`src/rtl/rmp_pkg.sv`:
```
// Shared types and constants for the running median / percentile filter.
// Used by rmp_cell, rmp_stats and running_median_percentile; no dependencies.
package rmp_pkg;

  localparam int WINDOW   = 9;
  localparam int SAMPLE_W = 16;
  localparam int FRAC_W   = 17;
  localparam int FRAC_ONE = 65536;
  localparam int CNT_W    = $clog2(WINDOW + 1);
  localparam int IDX_W    = (WINDOW > 1) ? $clog2(WINDOW) : 1;
  localparam int AGE_W    = IDX_W;
  localparam int FILL_W   = 4;
  localparam int OUT_W    = 40;

  typedef logic signed [SAMPLE_W-1:0] sample_t;

  // one sorted-list slot: value, age in the window, occupied
  typedef struct packed {
    sample_t            val;
    logic [AGE_W-1:0]   age;
    logic               vld;
  } slot_t;

  // link handed from cell i to cell i+1
  typedef struct packed {
    slot_t lp;     // list entry i after removal
    logic  rm_le;  // removal at or left of cell i
    logic  lt;     // entry i after removal is below the new sample
  } fwd_t;

  typedef struct packed {
    sample_t             median;
    sample_t             pct;
    logic [FILL_W-1:0]   fill;
    logic                full;
  } result_t;

endpackage

```
`src/rtl/rmp_cell.sv`:
```
// One cell of the sorted chain: holds one ordered sample and its age.
// Depends on rmp_pkg.
module rmp_cell (
  input  logic            clk,
  input  logic            rst,
  input  logic            load,
  input  logic            full,
  input  rmp_pkg::sample_t sample,
  input  rmp_pkg::fwd_t   left,
  input  rmp_pkg::slot_t  right,
  output rmp_pkg::fwd_t   to_right,
  output rmp_pkg::slot_t  held
);
  import rmp_pkg::*;

  slot_t cur;
  slot_t cur_next;
  logic  rm;

  always_comb begin
    rm             = full && cur.vld && (cur.age == AGE_W'(WINDOW - 1));
    to_right.rm_le = left.rm_le | rm;
    to_right.lp    = to_right.rm_le ? right : cur;
    to_right.lt    = to_right.lp.vld && ($signed(to_right.lp.val) < $signed(sample));
  end

  // keep entry i after removal (own, or shifted in from the right), take the new sample, or shift in from the left
  always_comb begin
    if (to_right.lt) begin
      cur_next     = to_right.lp;
      cur_next.age = to_right.lp.age + AGE_W'(1);
    end else if (left.lt) begin
      cur_next.val = sample;
      cur_next.age = '0;
      cur_next.vld = 1'b1;
    end else begin
      cur_next     = left.lp;
      cur_next.age = left.lp.age + AGE_W'(1);
    end
  end

  always_ff @(posedge clk) begin
    if (rst) begin
      cur.vld <= 1'b0;
    end else if (load) begin
      cur <= cur_next;
    end
  end

  assign held = cur;

endmodule

```
`src/rtl/rmp_stats.sv`:
```
// Median and interpolated percentile over the sorted chain, three stages.
// Depends on rmp_pkg.
module rmp_stats (
  input  logic                      clk,
  input  logic                      rst,
  input  logic                      en,
  input  logic                      in_vld,
  input  rmp_pkg::sample_t          ord [rmp_pkg::WINDOW],
  input  logic [rmp_pkg::CNT_W-1:0] cnt,
  input  logic [rmp_pkg::FRAC_W-1:0] frac,
  output logic                      out_vld,
  output rmp_pkg::result_t          res
);
  import rmp_pkg::*;

  localparam int P_W = SAMPLE_W + CNT_W;

  logic [CNT_W-1:0]     mid;
  logic [CNT_W-1:0]     nm1;
  logic [P_W-1:0]       p;
  logic [CNT_W-1:0]     lo;
  logic signed [SAMPLE_W:0] pair_sum;
  logic signed [SAMPLE_W:0] diff;
  sample_t              med_a;
  sample_t              base_a;
  logic [SAMPLE_W-1:0]  d_a;
  logic [SAMPLE_W-1:0]  f_a;

  // stage A: selection out of the chain
  always_comb begin
    mid      = cnt >> 1;
    nm1      = cnt - CNT_W'(1);
    pair_sum = '0;
    if (cnt[0]) begin
      med_a = ord[IDX_W'(mid)];
    end else begin
      pair_sum = {ord[IDX_W'(mid - CNT_W'(1))][SAMPLE_W-1], ord[IDX_W'(mid - CNT_W'(1))]}
               + {ord[IDX_W'(mid)][SAMPLE_W-1], ord[IDX_W'(mid)]};
      med_a    = pair_sum[SAMPLE_W:1];
    end

    p    = P_W'(frac[SAMPLE_W-1:0]) * P_W'(nm1);
    lo   = p[SAMPLE_W +: CNT_W];
    diff = '0;
    d_a  = '0;
    f_a  = '0;
    if (cnt <= CNT_W'(1) || frac == '0) begin
      base_a = ord[0];
    end else if (frac >= FRAC_W'(FRAC_ONE) || lo >= nm1) begin
      base_a = ord[IDX_W'(nm1)];
    end else begin
      base_a = ord[IDX_W'(lo)];
      diff   = {ord[IDX_W'(lo + CNT_W'(1))][SAMPLE_W-1], ord[IDX_W'(lo + CNT_W'(1))]}
             - {ord[IDX_W'(lo)][SAMPLE_W-1], ord[IDX_W'(lo)]};
      d_a    = diff[SAMPLE_W-1:0];
      f_a    = p[SAMPLE_W-1:0];
    end
  end

  logic                    a_vld, b_vld;
  sample_t                 a_med, a_base, b_med, b_base;
  logic [SAMPLE_W-1:0]     a_d, a_f, b_q;
  logic [CNT_W-1:0]        a_cnt, b_cnt;
  logic [2*SAMPLE_W-1:0]   prod;

  assign prod = a_f * a_d;

  always_ff @(posedge clk) begin
    if (rst) begin
      a_vld   <= 1'b0;
      b_vld   <= 1'b0;
      out_vld <= 1'b0;
    end else if (en) begin
      a_vld   <= in_vld;
      b_vld   <= a_vld;
      out_vld <= b_vld;
    end
  end

  always_ff @(posedge clk) begin
    if (en) begin
      a_med    <= med_a;
      a_base   <= base_a;
      a_d      <= d_a;
      a_f      <= f_a;
      a_cnt    <= cnt;
      b_med    <= a_med;
      b_base   <= a_base;
      b_q      <= prod[2*SAMPLE_W-1:SAMPLE_W];
      b_cnt    <= a_cnt;
      res.median <= b_med;
      res.pct    <= b_base + $signed(b_q);
      res.fill   <= FILL_W'(b_cnt);
      res.full   <= (b_cnt == CNT_W'(WINDOW));
    end
  end

endmodule

```
`src/rtl/running_median_percentile.sv`:
```
// Top level of the running median / percentile filter.
// Depends on rmp_pkg, rmp_cell and rmp_stats.
//
// Usage:
//   Input stream (s_*): one signed 16-bit sample per request.
//   Output stream (m_*): one result per input request, in order: median,
//   interpolated percentile, fill count and full flag over the last WINDOW
//   samples including the one just taken.
//   Config channel (cfg_*): writes the Q16 percentile fraction (17 bits,
//   65536 = 1.0, larger values clamp to the maximum). cfg_ready is always
//   high; write only while no request is in flight.
// Throughput: one request per cycle while the output is not stalled. The
//   sorted chain removes the oldest sample and inserts the new one at once,
//   every cell in parallel, on the accepting edge. Selection, interpolation
//   multiply and final add then follow as registered stages up to m_tvalid.
// Reset: rst (synchronous) empties the window, clears the pipeline and sets
//   the fraction to 0.5.
// Stall: when m_tready is low with a result waiting, the whole pipeline
//   holds and s_tready drops in the same cycle; nothing is lost or repeated.
module running_median_percentile (
  input  logic                        clk,
  input  logic                        rst,
  input  logic                        s_tvalid,
  output logic                        s_tready,
  input  logic [rmp_pkg::SAMPLE_W-1:0] s_tdata,   // [15:0] sample_in
  output logic                        m_tvalid,
  input  logic                        m_tready,
  output logic [rmp_pkg::OUT_W-1:0]   m_tdata,    // [15:0] median_out, [31:16] percentile_out,
                                                  // [35:32] fill_count, [36] window_full, rest 0
  input  logic                        cfg_valid,
  output logic                        cfg_ready,
  input  logic [rmp_pkg::FRAC_W-1:0]  cfg_data    // [16:0] percentile_fraction
);
  import rmp_pkg::*;

  logic               en;
  logic               accept;
  logic               full;
  logic               c_vld;      // chain holds a freshly updated list
  logic [CNT_W-1:0]   cnt;
  logic [FRAC_W-1:0]  frac;
  sample_t            sample;
  fwd_t               lnk  [WINDOW+1];
  slot_t              held [WINDOW];
  sample_t            ord  [WINDOW];
  logic [WINDOW-1:0]  vld_vec;
  result_t            res;

  // whole pipeline advances unless a result is stuck at the output
  assign en        = !m_tvalid || m_tready;
  assign s_tready  = en;
  assign accept    = s_tvalid && s_tready;
  assign cfg_ready = 1'b1;
  assign sample    = s_tdata;
  assign full      = (cnt == CNT_W'(WINDOW));

  always_ff @(posedge clk) begin
    if (rst) begin
      frac <= FRAC_W'(FRAC_ONE / 2);
    end else if (cfg_valid && cfg_ready) begin
      frac <= cfg_data;
    end
  end

  always_ff @(posedge clk) begin
    if (rst) begin
      cnt   <= '0;
      c_vld <= 1'b0;
    end else if (en) begin
      c_vld <= accept;
      if (accept && !full) begin
        cnt <= cnt + CNT_W'(1);
      end
    end
  end

  // head of chain: nothing removed yet, new sample goes in front by default
  assign lnk[0] = '{lp: '0, rm_le: 1'b0, lt: 1'b1};

  for (genvar i = 0; i < WINDOW; i++) begin : g_cell
    slot_t right;
    if (i == WINDOW - 1) begin : g_tail
      assign right = '0;
    end else begin : g_body
      assign right = held[i+1];
    end

    rmp_cell u_cell (
      .clk      (clk),
      .rst      (rst),
      .load     (accept),
      .full     (full),
      .sample   (sample),
      .left     (lnk[i]),
      .right    (right),
      .to_right (lnk[i+1]),
      .held     (held[i])
    );

    assign ord[i]     = held[i].val;
    assign vld_vec[i] = held[i].vld;
  end

  rmp_stats u_stats (
    .clk     (clk),
    .rst     (rst),
    .en      (en),
    .in_vld  (c_vld),
    .ord     (ord),
    .cnt     (cnt),
    .frac    (frac),
    .out_vld (m_tvalid),
    .res     (res)
  );

  assign m_tdata = {{(OUT_W - 2*SAMPLE_W - FILL_W - 1){1'b0}},
                    res.full, res.fill, res.pct, res.median};

  // occupied cells always match the fill count
  a_cnt_match: assert property (@(posedge clk) disable iff (rst)
    $countones(vld_vec) == int'(cnt))
    else $error("chain occupancy differs from fill count");

  a_cnt_range: assert property (@(posedge clk) disable iff (rst)
    cnt <= CNT_W'(WINDOW))
    else $error("fill count above window size");

  // list end never gets past the tail cell
  a_tail_clear: assert property (@(posedge clk) disable iff (rst)
    !lnk[WINDOW].lp.vld || lnk[WINDOW].rm_le == 1'b0)
    else $error("tail link carries an entry after removal");

  for (genvar k = 0; k + 1 < WINDOW; k++) begin : g_chk
    a_sorted: assert property (@(posedge clk) disable iff (rst)
      held[k+1].vld |-> ($signed(held[k].val) <= $signed(held[k+1].val)))
      else $error("chain out of order");
  end

endmodule

```
`config.mk`:
```
export PLATFORM = sky130hd
export DESIGN_NAME = running_median_percentile
export DESIGN_NICKNAME = d
export VERILOG_FILES = /design/src/rtl/rmp_pkg.sv /design/src/rtl/rmp_cell.sv /design/src/rtl/rmp_stats.sv /design/src/rtl/running_median_percentile.sv
export SDC_FILE = /design/constraint.sdc
export NUM_CORES = 2
export LEC_CHECK = 0
export BUFFER_PORTS_ARGS = -buffer_cell sky130_fd_sc_hd__clkbuf_2
export CAP_MARGIN = 20
export CORE_ASPECT_RATIO = 1.2
export CORE_UTILIZATION = 30
export CTS_CLUSTER_SIZE = 40
export DETAILED_ROUTE_END_ITERATION = 8
export GPL_TIMING_DRIVEN = 0
export SLEW_MARGIN = 5
export SYNTH_ARGS = -nofsm -noshare
export SYNTH_HDL_FRONTEND = slang
export SYNTH_SLANG_ARGS = --single-unit
```
`constraint.sdc`:
```
create_clock -name clk -period 44.6 [get_ports clk]
set_clock_uncertainty 0.2 [all_clocks]
set_input_delay 8.92 -clock clk [delete_from_list [all_inputs] [get_ports clk]]
set_output_delay 8.92 -clock clk [all_outputs]
set_load 0.005 [all_outputs]
```
==> impl_metrics.xml <==
<?xml version="1.0" encoding="UTF-8"?>
<metrics>
  <group name="outcome">
    <metric name="run_status" unit="">finished, final reports clean</metric>
  </group>
  <group name="final_layout">
    <metric name="post_layout_inst_area" unit="sq um">42180</metric>
    <metric name="layout-area-overhead-vs-synth" unit="%">10.72</metric>
    <metric name="finish.cell_count_without_fillers" unit="">5574</metric>
    <metric name="mostFrequentLayoutCells" unit="">sky130_fd_sc_hd__nand2_1, sky130_fd_sc_hd__inv_1, sky130_fd_sc_hd__edfxtp_1, sky130_fd_sc_hd__ha_1, sky130_fd_sc_hd__fa_1</metric>
    <metric name="seq_area" unit="sq um">10800</metric>
    <metric name="multi_input_area" unit="sq um">25080</metric>
    <metric name="final_layout_size_suffix_gt1_share" unit="%">12.38</metric>
    <metric name="fillers" unit="">12940</metric>
    <metric name="layout_commonest_cell" unit="">sky130_fd_sc_hd__nand2_1</metric>
    <metric name="nets" unit="">4468</metric>
  </group>
  <group name="drt">
    <metric name="routed-wl-met3" unit="mm">8.874</metric>
    <metric name="met2RoutedLength" unit="mm">67.46</metric>
    <metric name="drt_first_pass_iters" unit="">6</metric>
    <metric name="metal_1_wl" unit="mm">50.98</metric>
    <metric name="maxUsedRoutingLayer" unit="">met5</metric>
    <metric name="postRouteWirelength" unit="mm">135.9</metric>
    <metric name="vias" unit="">30550</metric>
    <metric name="wl_per_cell" unit="um">24.38</metric>
    <metric name="post_drt_via_cell_ratio" unit="">5.480</metric>
    <metric name="drcViolationCount" unit="">0</metric>
    <metric name="drt-initial-drc-count" unit="">2797</metric>
    <metric name="ant_nets" unit="">0</metric>
  </group>
  <group name="pwr">
    <metric name="power_report.internal_total" unit="mW">1.026</metric>
    <metric name="comb_power_share" unit="%">50.0</metric>
    <metric name="switching_power" unit="uW">734.3</metric>
    <metric name="switching_share" unit="%">41.71</metric>
    <metric name="sequentialPowerShare" unit="%">29.1</metric>
    <metric name="power_density" unit="nW/um^2">41.74</metric>
    <metric name="power_leakage" unit="nW">17.59</metric>
    <metric name="power.clock.fraction" unit="%">20.8</metric>
    <metric name="vdd_ir_drop_max" unit="V">0.00004803</metric>
  </group>
  <group name="logic_synthesis">
    <metric name="ys_seq_area_share" unit="%">28.35</metric>
    <metric name="synth-edff-count" unit="">337</metric>
    <metric name="mapped_avg_cell_area" unit="sq um">10.13</metric>
    <metric name="yosys_most_used_dff" unit="">sky130_fd_sc_hd__edfxtp_1</metric>
    <metric name="syn_inst" unit="">3761</metric>
    <metric name="mappedNetlistArea" unit="sq um">38100</metric>
    <metric name="synth.distinct_cells" unit="">89</metric>
    <metric name="ys.warnings.count" unit="">0</metric>
    <metric name="synth_seq_cells" unit="">371</metric>
    <metric name="asyncSetResetFlopFracSynth" unit="%">0</metric>
  </group>
  <group name="placement">
    <metric name="detailed_place_hpwl" unit="mm">110.3</metric>
    <metric name="placed_area" unit="sq um">40720</metric>
    <metric name="gp_congestion" unit="">1.027</metric>
    <metric name="place_worst_setup_slack" unit="ns">25.46</metric>
    <metric name="io_buffers" unit="">60</metric>
    <metric name="placedCellCount" unit="">5490</metric>
  </group>
  <group name="sta">
    <metric name="slew_at_the_pin_with_the_worst_max_slew_slack" unit="ns">1.122</metric>
    <metric name="grt_setup_unrepaired" unit="">false</metric>
    <metric name="final.setup.worst_slack" unit="ns">25.44</metric>
    <metric name="relSlewSlack" unit="%">25.18</metric>
    <metric name="holdWs" unit="ns">0.2170</metric>
    <metric name="fmaxAchievable" unit="GHz">0.05220</metric>
    <metric name="finalMaxSlewViolations" unit="">0</metric>
    <metric name="setup-tns-final" unit="ns">0</metric>
    <metric name="timing.final.hold_violations" unit="">0</metric>
    <metric name="setup_viol" unit="">0</metric>
    <metric name="min_period" unit="ns">19.16</metric>
    <metric name="layout_worst_path_cycle_share" unit="%">42.95</metric>
  </group>
  <group name="worst_setup_path">
    <metric name="largest_delay_share_family_worst_path" unit="">buffers and inverters</metric>
    <metric name="worstSetupPathType" unit="">in -&gt; out</metric>
    <metric name="crit_top_cell" unit="">sky130_fd_sc_hd__clkbuf_2</metric>
    <metric name="path_buf_inv" unit="">3</metric>
    <metric name="cp_data_arrival_time" unit="ns">10.04</metric>
    <metric name="path_cells" unit="">clkbuf_2, nor2b_1, inv_6, clkbuf_2</metric>
    <metric name="critical_path.startpoint_type" unit="">input pin</metric>
    <metric name="critical-path-slowest-cell" unit="">sky130_fd_sc_hd__nor2b_1</metric>
    <metric name="critical_path.endpoint_type" unit="">output pin</metric>
    <metric name="worst-r2r-setup-slack" unit="ns">30.07</metric>
    <metric name="worst-path-max-fanout" unit="">67</metric>
    <metric name="worst_ep_required_time" unit="ns">35.48</metric>
    <metric name="max_stage_delay" unit="ns">0.44</metric>
  </group>
  <group name="global_route">
    <metric name="grt_max_degree" unit="">97</metric>
    <metric name="grt_pass1_wl" unit="mm">198.9</metric>
    <metric name="global_route.overflow_total" unit="">0</metric>
    <metric name="antenna_violations_before_repair" unit="">10</metric>
    <metric name="grt_usage" unit="%">20.84</metric>
    <metric name="grt_pass1_vias" unit="">31070</metric>
  </group>
  <group name="die">
    <metric name="io_pins" unit="">81</metric>
    <metric name="initial_utilization" unit="%">30.37</metric>
    <metric name="floorplan.die.height" unit="um">392.4</metric>
    <metric name="core_footprint" unit="sq um">125400</metric>
    <metric name="core.rowCount" unit="">142</metric>
    <metric name="die_area" unit="sq um">128400</metric>
    <metric name="x_dimension_of_the_die" unit="um">327.3</metric>
  </group>
  <group name="cts">
    <metric name="cts_htree_levels" unit="">2</metric>
    <metric name="cts-root-buf" unit="">sky130_fd_sc_hd__clkbuf_16</metric>
    <metric name="postCtsSetupRepairBufs" unit="">0</metric>
    <metric name="clock_insertion_delay_worst_skew" unit="ns">0.60</metric>
    <metric name="postCtsHoldBufs" unit="">0</metric>
    <metric name="worst_setup_hold_path_clk_slew" unit="ns">0.06</metric>
    <metric name="cts_resized" unit="">0</metric>
    <metric name="tritoncts_num_sinks" unit="">371</metric>
    <metric name="numCtsBuffers" unit="">45</metric>
    <metric name="ctsLongestPathBuffers" unit="">3</metric>
    <metric name="clock_tree_from_tritoncts" unit="">yes</metric>
  </group>
  <group name="min_path">
    <metric name="timing.hold.worst.class" unit="">reg -&gt; reg</metric>
  </group>
  <group name="flow_run">
    <metric name="max_cap_viol_count" unit="">0</metric>
  </group>
</metrics>
sequential cells by signal (all words and copies together) (netlist names), 16 cells and up:
| name | cells |
|---|---|
| frac | 17 |
| g_cell.u_cell.held | 189 |
| u_stats.a_base | 16 |
| u_stats.a_d | 16 |
| u_stats.a_f | 16 |
| u_stats.a_med | 16 |
| u_stats.b_base | 16 |
| u_stats.b_med | 16 |
| u_stats.b_q | 16 |
| u_stats.res | 37 |
cell usage after synthesis (15+ instances only):
cell type                  count  share of area (%)
sky130_fd_sc_hd__nor3_1       42               0.55
sky130_fd_sc_hd__ha_1        324                 11
sky130_fd_sc_hd__mux4_2      160                9.5
sky130_fd_sc_hd__clkbuf_1    145                1.4
sky130_fd_sc_hd__o21a_1       17               0.33
sky130_fd_sc_hd__fa_1        224                 12
sky130_fd_sc_hd__nor2b_1      42               0.69
sky130_fd_sc_hd__nand3_1      41               0.54
sky130_fd_sc_hd__xnor2_1      50                1.1
sky130_fd_sc_hd__inv_1       352                3.5
sky130_fd_sc_hd__o21ai_1      68               0.89
sky130_fd_sc_hd__nand2_1     476                4.7
sky130_fd_sc_hd__xor2_1       35               0.80
sky130_fd_sc_hd__edfxtp_1    337                 27
sky130_fd_sc_hd__a21oi_1     214                2.8
sky130_fd_sc_hd__o22ai_1      15               0.25
sky130_fd_sc_hd__buf_1        29               0.29
sky130_fd_sc_hd__nand4_1      26               0.43
sky130_fd_sc_hd__mux2_2      119                3.5
sky130_fd_sc_hd__buf_2        31               0.41
sky130_fd_sc_hd__nand2b_1     25               0.41
sky130_fd_sc_hd__and3_1       18               0.30
sky130_fd_sc_hd__and2_1      127                2.1
sky130_fd_sc_hd__o21ai_0     100                1.3
sky130_fd_sc_hd__a21o_1       57                1.1
sky130_fd_sc_hd__a221oi_1     18               0.41
sky130_fd_sc_hd__nor2_1      222                2.2
sky130_fd_sc_hd__or3_1        26               0.43
sky130_fd_sc_hd__o211ai_1     19               0.37
sky130_fd_sc_hd__mux2i_1     177                4.7
sky130_fd_sc_hd__dfxtp_1      34                1.8
cells by family after synthesis:
group / after synthesis / share of synthesized area (%)
and+or+nand+nor: 1092 / 13.35
AOI/OAI and AO/OA: 631 / 10.24
buffers and inverters: 572 / 5.876
adders and majority gates: 548 / 22.41
muxes: 457 / 17.66
DFF: 371 / 28.35
xor gates and xnor gates: 88 / 2.099
other: 2 / 0.01971
area by class of cell:
cell class,instances,area share [%]
multi-input combinational,2820,59.46
clock buffer,65,3.088
tap,1656,4.912
sequential,371,25.60
inverter,356,3.180
antenna,1,0.005932
buffer,216,2.139
timing repair buffer,72,1.287
clock inverter,17,0.3263
per-layer routing:
metal	vias to the layer above	GRT usage (%)
met5	-	0
met4	10	11.26
met3	367	3.379
met2	1210	36.74
met1	15330	24.07
li1	13630	-
per-stage QoR:
step | utilization (%) | total power [mW]
after floorplan | - | 1.095
after global placement | 32.27 | 1.384
after detailed placement | 32.47 | 1.391
after CTS | 33.61 | 1.762
after global routing | 33.63 | 1.860
final | 33.63 | 1.761
power by group through the flow:
stage | Combinational (mW) | Sequential (mW) | Clock (mW)
after CTS | 0.875 | 0.514 | 0.374
after floorplan | 0.610 | 0.484 | 0
final | 0.881 | 0.513 | 0.367
after global routing | 0.958 | 0.518 | 0.384
after global placement | 0.860 | 0.524 | 0
after detailed placement | 0.870 | 0.520 | 0
worst paths after layout:
check,startpoint,end,depth (start not counted)
min,u_stats.a_med[3],u_stats.b_med[3],0
max reg2reg,cnt[0],u_stats.a_d[14],37
max,m_tready,s_tready,4
min reg2reg,u_stats.a_med[3],u_stats.b_med[3],0
(Power assumes the default switching activity.)
